[config.mk]
export PLATFORM = sky130hd
export DESIGN_NAME = script_word_tokenizer_top
export DESIGN_NICKNAME = d
export VERILOG_FILES = /design/src/rtl/core/swt_pkg.sv /design/src/rtl/core/swt_decode.sv /design/src/rtl/core/script_word_tokenizer_top.sv
export SDC_FILE = /design/constraint.sdc
export NUM_CORES = 1
export LEC_CHECK = 0
export BUFFER_PORTS_ARGS = -buffer_cell sky130_fd_sc_hd__clkbuf_2
export CAP_MARGIN = 20
export CORE_MARGIN = 1.5
export CORE_UTILIZATION = 45
export DETAILED_ROUTE_END_ITERATION = 8
export GPL_TIMING_DRIVEN = 0
export HOLD_SLACK_MARGIN = 0.12
export SLEW_MARGIN = 15
export SYNTH_ARGS = -nofsm -noshare
export SYNTH_HDL_FRONTEND = slang
export SYNTH_SLANG_ARGS = --single-unit
[constraint.sdc]
create_clock -name aclk -period 8.74 [get_ports aclk]
set_input_delay 1.748 -clock aclk [delete_from_list [all_inputs] [get_ports aclk]]
set_output_delay 1.748 -clock aclk [all_outputs]
set_load 0.05 [all_outputs]
[src/rtl/core/swt_pkg.sv]
// Shared types and constants for the script word tokenizer.
package swt_pkg;

    localparam int MaxResults = 4;
    localparam int CountW     = $clog2(MaxResults + 1);
    localparam int IdxW       = $clog2(MaxResults);

    localparam logic [2:0] KIND_CHAR = 3'd0;
    localparam logic [2:0] KIND_END  = 3'd1;
    localparam logic [2:0] KIND_DROP = 3'd2;
    localparam logic [2:0] KIND_OK   = 3'd3;
    localparam logic [2:0] KIND_ERR  = 3'd4;

    localparam logic [3:0] REG_MAP_LINE_BREAKS  = 4'd0;
    localparam logic [3:0] REG_ARITH_DELIMITERS = 4'd1;

    localparam logic [7:0] CH_SEMI   = 8'h3B;
    localparam logic [7:0] CH_COMMA  = 8'h2C;
    localparam logic [7:0] CH_EQ     = 8'h3D;
    localparam logic [7:0] CH_LBRK   = 8'h5B;
    localparam logic [7:0] CH_RBRK   = 8'h5D;
    localparam logic [7:0] CH_LT     = 8'h3C;
    localparam logic [7:0] CH_GT     = 8'h3E;
    localparam logic [7:0] CH_LPAR   = 8'h28;
    localparam logic [7:0] CH_RPAR   = 8'h29;
    localparam logic [7:0] CH_LBRACE = 8'h7B;
    localparam logic [7:0] CH_RBRACE = 8'h7D;
    localparam logic [7:0] CH_PLUS   = 8'h2B;
    localparam logic [7:0] CH_MINUS  = 8'h2D;
    localparam logic [7:0] CH_STAR   = 8'h2A;
    localparam logic [7:0] CH_QUOTE  = 8'h22;
    localparam logic [7:0] CH_BSLASH = 8'h5C;
    localparam logic [7:0] CH_SPACE  = 8'h20;
    localparam logic [7:0] CH_CR     = 8'h0D;
    localparam logic [7:0] CH_LF     = 8'h0A;

    typedef struct packed {
        logic [2:0] kind;
        logic [7:0] ch;
    } result_t;

    typedef struct packed {
        result_t [MaxResults-1:0] res;
        logic [CountW-1:0]        count;
    } res_list_t;

    typedef struct packed {
        logic in_quote;
        logic escape_pending;
        logic word_open;
    } lex_state_t;

    typedef struct packed {
        logic map_line_breaks;
        logic arith_delimiters;
    } lex_cfg_t;

endpackage

[src/rtl/core/swt_decode.sv]
// Per-byte lexer decode: result list and next lexer state for one word.
module swt_decode
    import swt_pkg::*;
(
    input  logic [7:0] char_in,
    input  logic       end_of_script,
    input  lex_state_t state,
    input  lex_cfg_t   cfg,
    output res_list_t  list,
    output lex_state_t state_next
);

    logic [7:0]        c;
    logic              punct;
    logic [CountW-1:0] cnt;
    lex_state_t        st;

    always_comb begin
        c = (cfg.map_line_breaks && (char_in == CH_CR || char_in == CH_LF)) ? CH_SPACE
                                                                            : char_in;
        unique case (c)
            CH_SEMI, CH_COMMA, CH_EQ, CH_LBRK, CH_RBRK, CH_LT, CH_GT,
            CH_LPAR, CH_RPAR, CH_LBRACE, CH_RBRACE: punct = 1'b1;
            CH_PLUS, CH_MINUS, CH_STAR:             punct = cfg.arith_delimiters;
            default:                                punct = 1'b0;
        endcase
    end

    always_comb begin
        list = '0;
        cnt  = '0;
        st   = state;

        if (state.in_quote) begin
            if (state.escape_pending) begin
                st.escape_pending = 1'b0;
                if (c == CH_BSLASH || c == CH_QUOTE) begin
                    list.res[cnt[IdxW-1:0]] = '{kind: KIND_CHAR, ch: c};
                    cnt = cnt + 1'b1;
                end else begin
                    list.res[cnt[IdxW-1:0]] = '{kind: KIND_CHAR, ch: CH_BSLASH};
                    cnt = cnt + 1'b1;
                    list.res[cnt[IdxW-1:0]] = '{kind: KIND_CHAR, ch: c};
                    cnt = cnt + 1'b1;
                end
            end else if (c == CH_BSLASH) begin
                st.escape_pending = 1'b1;
            end else if (c == CH_QUOTE) begin
                list.res[cnt[IdxW-1:0]] = '{kind: KIND_END, ch: 8'h00};
                cnt = cnt + 1'b1;
                st.in_quote = 1'b0;
            end else begin
                list.res[cnt[IdxW-1:0]] = '{kind: KIND_CHAR, ch: c};
                cnt = cnt + 1'b1;
            end
        end else if (c == CH_SPACE) begin
            if (state.word_open) begin
                list.res[cnt[IdxW-1:0]] = '{kind: KIND_END, ch: 8'h00};
                cnt = cnt + 1'b1;
            end
            st.word_open = 1'b0;
        end else if (c == CH_QUOTE) begin
            // drop the partial word, then open the quoted token
            if (state.word_open) begin
                list.res[cnt[IdxW-1:0]] = '{kind: KIND_DROP, ch: 8'h00};
                cnt = cnt + 1'b1;
            end
            st.word_open      = 1'b0;
            st.in_quote       = 1'b1;
            st.escape_pending = 1'b0;
        end else if (punct) begin
            if (state.word_open) begin
                list.res[cnt[IdxW-1:0]] = '{kind: KIND_END, ch: 8'h00};
                cnt = cnt + 1'b1;
            end
            st.word_open = 1'b0;
            list.res[cnt[IdxW-1:0]] = '{kind: KIND_CHAR, ch: c};
            cnt = cnt + 1'b1;
            list.res[cnt[IdxW-1:0]] = '{kind: KIND_END, ch: 8'h00};
            cnt = cnt + 1'b1;
        end else begin
            list.res[cnt[IdxW-1:0]] = '{kind: KIND_CHAR, ch: c};
            cnt = cnt + 1'b1;
            st.word_open = 1'b1;
        end

        if (end_of_script) begin
            if (st.in_quote) begin
                list.res[cnt[IdxW-1:0]] = '{kind: KIND_ERR, ch: 8'h00};
                cnt = cnt + 1'b1;
            end else begin
                if (st.word_open) begin
                    list.res[cnt[IdxW-1:0]] = '{kind: KIND_END, ch: 8'h00};
                    cnt = cnt + 1'b1;
                end
                list.res[cnt[IdxW-1:0]] = '{kind: KIND_OK, ch: 8'h00};
                cnt = cnt + 1'b1;
            end
            st = '0;
        end

        list.count = cnt;
        state_next = st;
    end

endmodule

[src/rtl/core/script_word_tokenizer_top.sv]
// Streaming script tokenizer: top level with state, config and output sequencing.
//
// Input channel (s_*): one script byte per word, s_end_of_script on the final
// byte. Each byte is decoded in the cycle it is accepted into a list of zero
// to four results, which are then sent one per cycle on the m_* channel;
// m_run_last marks the final result of a byte. Bytes with no result (a space
// with no open word, a backslash in a quote) leave no trace on the output.
// The decoded list is registered before its first result is shown. A byte that
// gives one result sustains one byte per cycle while m_ready is high; a byte
// with n results holds the output until all n leave the single result port.
// A two-deep result list buffer (current plus one pending) lets the next byte
// be taken while a result still waits: s_ready drops only when the pending
// list is full. When m_ready is low the current result holds.
// Config writes (cfg_*) are always accepted; index 0 maps CR/LF to space,
// index 1 adds + - * as delimiters, other indexes are ignored.
// Reset (aresetn low, synchronous) empties the buffers, clears the lexer
// state and restores map_line_breaks = 1, arith_delimiters = 0.
module script_word_tokenizer_top
    import swt_pkg::*;
(
    input  logic       aclk,
    input  logic       aresetn,

    input  logic       s_valid,
    output logic       s_ready,
    input  logic [7:0] s_char_in,
    input  logic       s_end_of_script,

    output logic       m_valid,
    input  logic       m_ready,
    output logic [2:0] m_kind,
    output logic [7:0] m_char_out,
    output logic       m_run_last,

    input  logic       cfg_valid,
    output logic       cfg_ready,
    input  logic [3:0] cfg_index,
    input  logic [7:0] cfg_data
);

    lex_cfg_t   cfg_reg, cfg_next;
    lex_state_t state_reg, state_next, dec_state;
    res_list_t  dec_list;

    res_list_t         cur_reg, cur_next;
    res_list_t         pend_reg, pend_next;
    logic              cur_valid_reg, cur_valid_next;
    logic              pend_valid_reg, pend_valid_next;
    logic [IdxW-1:0]   idx_reg, idx_next;

    logic s_accept;
    logic dec_has;
    logic is_last;
    logic cur_done;
    logic cur_free;

    swt_decode u_decode (
        .char_in       (s_char_in),
        .end_of_script (s_end_of_script),
        .state         (state_reg),
        .cfg           (cfg_reg),
        .list          (dec_list),
        .state_next    (dec_state)
    );

    assign cfg_ready = 1'b1;
    assign s_ready   = !pend_valid_reg;
    assign s_accept  = s_valid && s_ready;
    assign dec_has   = (dec_list.count != '0);

    assign is_last    = ({1'b0, idx_reg} == (cur_reg.count - 1'b1));
    assign m_valid    = cur_valid_reg;
    assign m_kind     = cur_reg.res[idx_reg].kind;
    assign m_char_out = cur_reg.res[idx_reg].ch;
    assign m_run_last = is_last;

    assign cur_done = cur_valid_reg && m_ready && is_last;
    assign cur_free = !cur_valid_reg || cur_done;

    always_comb begin
        cfg_next = cfg_reg;
        if (cfg_valid) begin
            unique case (cfg_index)
                REG_MAP_LINE_BREAKS:  cfg_next.map_line_breaks  = cfg_data[0];
                REG_ARITH_DELIMITERS: cfg_next.arith_delimiters = cfg_data[0];
                default: ;
            endcase
        end
    end

    always_comb begin
        state_next      = s_accept ? dec_state : state_reg;
        cur_next        = cur_reg;
        pend_next       = pend_reg;
        cur_valid_next  = cur_valid_reg;
        pend_valid_next = pend_valid_reg;
        idx_next        = idx_reg;

        // advance within the current list
        if (cur_valid_reg && m_ready && !is_last) begin
            idx_next = idx_reg + 1'b1;
        end

        if (cur_free) begin
            idx_next = '0;
            if (pend_valid_reg) begin
                cur_next        = pend_reg;
                cur_valid_next  = 1'b1;
                pend_valid_next = 1'b0;
            end else if (s_accept && dec_has) begin
                cur_next       = dec_list;
                cur_valid_next = 1'b1;
            end else begin
                cur_valid_next = 1'b0;
            end
        end else if (s_accept && dec_has) begin
            // hold the new list until the current one drains
            pend_next       = dec_list;
            pend_valid_next = 1'b1;
        end
    end

    always_ff @(posedge aclk) begin
        if (!aresetn) begin
            cfg_reg        <= '{map_line_breaks: 1'b1, arith_delimiters: 1'b0};
            state_reg      <= '0;
            cur_valid_reg  <= 1'b0;
            pend_valid_reg <= 1'b0;
            idx_reg        <= '0;
        end else begin
            cfg_reg        <= cfg_next;
            state_reg      <= state_next;
            cur_valid_reg  <= cur_valid_next;
            pend_valid_reg <= pend_valid_next;
            idx_reg        <= idx_next;
        end
    end

    always_ff @(posedge aclk) begin
        cur_reg  <= cur_next;
        pend_reg <= pend_next;
    end

endmodule

==> impl_metrics.tcl <==
set metrics [dict create \
    outcome "complete, no violations" \
    nNetsFinal 465 \
    worstSetupPathType "input port to flop" \
    cts_hold_buffers 0 \
    fillers 818 \
    tightest_slew_ns 0.822 \
    yosys.area_share.xor_xnor_pct 1.07 \
    vias 3094 \
    floorplan.die_area_mm2 0.00968 \
    dr.pass1.iters 4 \
    period_share_pct 71.4 \
    ctsHtreeMaxLevel 3 \
    synthCells 386 \
    cpPeakStageDelay_ns 0.69 \
    clock-root-buffer "clkbuf_8" \
    grt_pass1_vias 2963 \
    n_antenna_cell 0 \
    ys_ff_latch 71 \
    wl_per_cell_um 17.1 \
    drcViolationCount 0 \
    p_leak_nw 1.72 \
    worstPathBufferInverterCount 5 \
    max_freq_mhz 160 \
    avgSynthCellArea_um2 10.6 \
    rsz0062_at_grt "false" \
    clockBufferDepth 2 \
    core_mm2 0.00876 \
    synth_edf_count 62 \
    port_buffers 28 \
    vdd_drop_max_uv 70.9 \
    grt_max_degree 27 \
    viasPerCell 5.71 \
    path_delay_family "simple AND/OR/NAND/NOR gates" \
    overflow 0 \
    yosys.area_share.simple_pct 17.4 \
    finClkSkew_ns 0.0123 \
    path_cells "clkbuf_2, clkbuf_1, mux2i_1, nor4_2, or2_2, o21ai_0, o21a_1, ha_1, nand2_1, o21a_1, ha_1, inv_1, ha_1, nor3_1, a311oi_1, nor3_1, nor3b_2, buf_6, buf_6" \
    start_kind "input port" \
    placementRows 34 \
    period_needed_ns 6.24 \
    drt-total-wl_um 9260 \
    ios 41 \
    synthFlopType "edfxtp_1" \
    slew_viol_final 0 \
    ys_warn_count 0 \
    cts_buffers 9 \
    die_w_um 98.4 \
    p_per_area_mw_per_mm2 175 \
    slew_headroom_pct 44.8 \
    end_kind "flop" \
    setup_viol 0 \
    cp_max_fo 10 \
    antenna_found_initial 0 \
    maxCapViolations 0 \
    finalCoreUtilization_pct 53.1 \
    clkLatencyLatePin_ns 0.34 \
    hold_viol 0 \
    die_h_um 98.4 \
    grt_usage_pct 20.1 \
    clk_pin_slew_ns 0.07 \
    crit_slowest_cell "nor4_2" \
    fin_cells 542 \
    ys_types 64 \
    drtAntennaViolNets 0 \
    yosys.area_share.adder_pct 3.06 \
    gp_congestion 0.921 \
    synthMuxAreaShare_pct 8.59 \
    initial_core_util_pct 46.7 \
    min_path_type "flop to flop" \
    async_reset_ff_share_pct 0 \
    syn_area_mm2 0.00409 \
    drive_gt1_share_pct 20.0 \
    place_hpwl_um 6990 \
    first_iter_violations 194 \
    required_ns 8.79 \
    syn2layout_area_growth_pct 13.6 \
    grt_pass1_wl_um 15400 \
    synth-seq-area-share_pct 49.9 \
    post-place-cells 526 \
    multi_input_area_mm2 0.00192 \
    crit_top_cell "ha_1" \
    cts_tree "done" \
    worst_ep_arrival_time_ns 6.29 \
    cts_resized 0 \
    syn_nets 422 \
    clkSinkCount 71 \
    synth_top_family_by_area "simple AND/OR/NAND/NOR gates" \
    synth_compound_area_share_pct 16.2 \
    postCtsSetupBuffers 0 \
    fin_tns_setup_ns 0 \
    seq_area_mm2 0.00204 \
]
power by group:
group	internal, mW	switching (mW)	leakage (nW)
clock	0.149	0.127	0.107
sequential	0.397	0.00579	0.652
combinational	0.0453	0.0925	0.956
logic make-up (layout without fill, tap and decap cells):
group	Yosys count	after routing
AO/OA/AOI/OAI	88	88
XOR/XNOR	5	5
adder cells (fa/ha/maj)	10	10
buffers and inverters	38	86
flip-flops	71	71
multiplexers	29	29
other	1	1
AND/OR/NAND/NOR	144	144
final timing paths:
kind / slack (ns) / start / end / depth (start not counted)
setup / recovery: 2.50 / s_char_in[0] / pend_reg[24]$_DFFE_PP_ / 19
hold / removal: 0.48 / cfg_reg[0]$_SDFFE_PN0P_ / cfg_reg[0]$_SDFFE_PN0P_ / 2
setup reg to reg: 3.78 / cfg_reg[1]$_SDFFE_PN1P_ / pend_reg[24]$_DFFE_PP_ / 18
hold reg to reg: 0.48 / cfg_reg[0]$_SDFFE_PN0P_ / cfg_reg[0]$_SDFFE_PN0P_ / 2
tightest hold or removal path, cell delays in order, from the launching register on:
cell and delay [ns]:
dfxtp_1 0.31, nand2_1 0.05, a21boi_0 0.07
layer usage:
metal | global-route usage (%) | share of wire [%] | vias up
li1 | - | - | 1521
met1 | 29.9 | 50 | 1512
met2 | 30.9 | 46 | 54
met3 | 3.44 | 3.9 | 7
met4 | 4.55 | 0.81 | 0
met5 | 0 | 0 | -
final cells by class:
cell class	count	share of cell area, %
clock inverters	4	1.13
multi-input cells	277	41.2
repair buffers	32	4.25
plain buffers	22	1.99
inverters	16	1.29
clock buffers	12	3.34
flip-flops and latches	71	43.9
well taps	108	2.91
cells in the mapped netlist, types with 6 or more instances:
master | n | area, µm²
a21oi_1 | 21 | 105
and3_1 | 9 | 56.3
clkbuf_1 | 17 | 63.8
dfxtp_1 | 9 | 180
edfxtp_1 | 62 | 1860
ha_1 | 10 | 125
inv_1 | 15 | 56.3
mux2_2 | 15 | 169
mux2i_1 | 10 | 100
nand2_1 | 40 | 150
nand3_1 | 7 | 35.0
nor2_1 | 43 | 161
nor3_1 | 13 | 65.1
nor3b_1 | 6 | 45.0
o21ai_0 | 11 | 55.1
o31ai_1 | 14 | 105
through the flow:
stage               cell area, µm²  total power, mW  worst slack, ns  hold WS (ns)
CTS                           4650            0.820             2.47         0.484
floorplan                     4090            0.509             1.00         0.439
detailed placement            4440            0.549             2.11         0.477
global route                  4650            0.849             2.12         0.495
global placement              4370            0.541           -0.525         0.459
finish                        4650            0.816             2.50         0.480
cells in the final DEF, fill, tap and decap left out, drive strengths merged, types with 3 or more instances in the layout:
cell type	count
edfxtp	62
clkbuf	57
nor2	43
nand2	40
a21oi	21
mux2	16
inv	16
nor3	15
o31ai	14
o21ai	13
mux2i	10
ha	10
and3	9
dfxtp	9
buf	9
nand3	7
nor3b	6
nor2b	5
o21a	5
a21boi	5
or2	4
o41ai	4
xnor2	3
mux4	3
a22oi	3
nand4	3
clkinv	3
No activity file was read; power rests on OpenSTA's default activity.
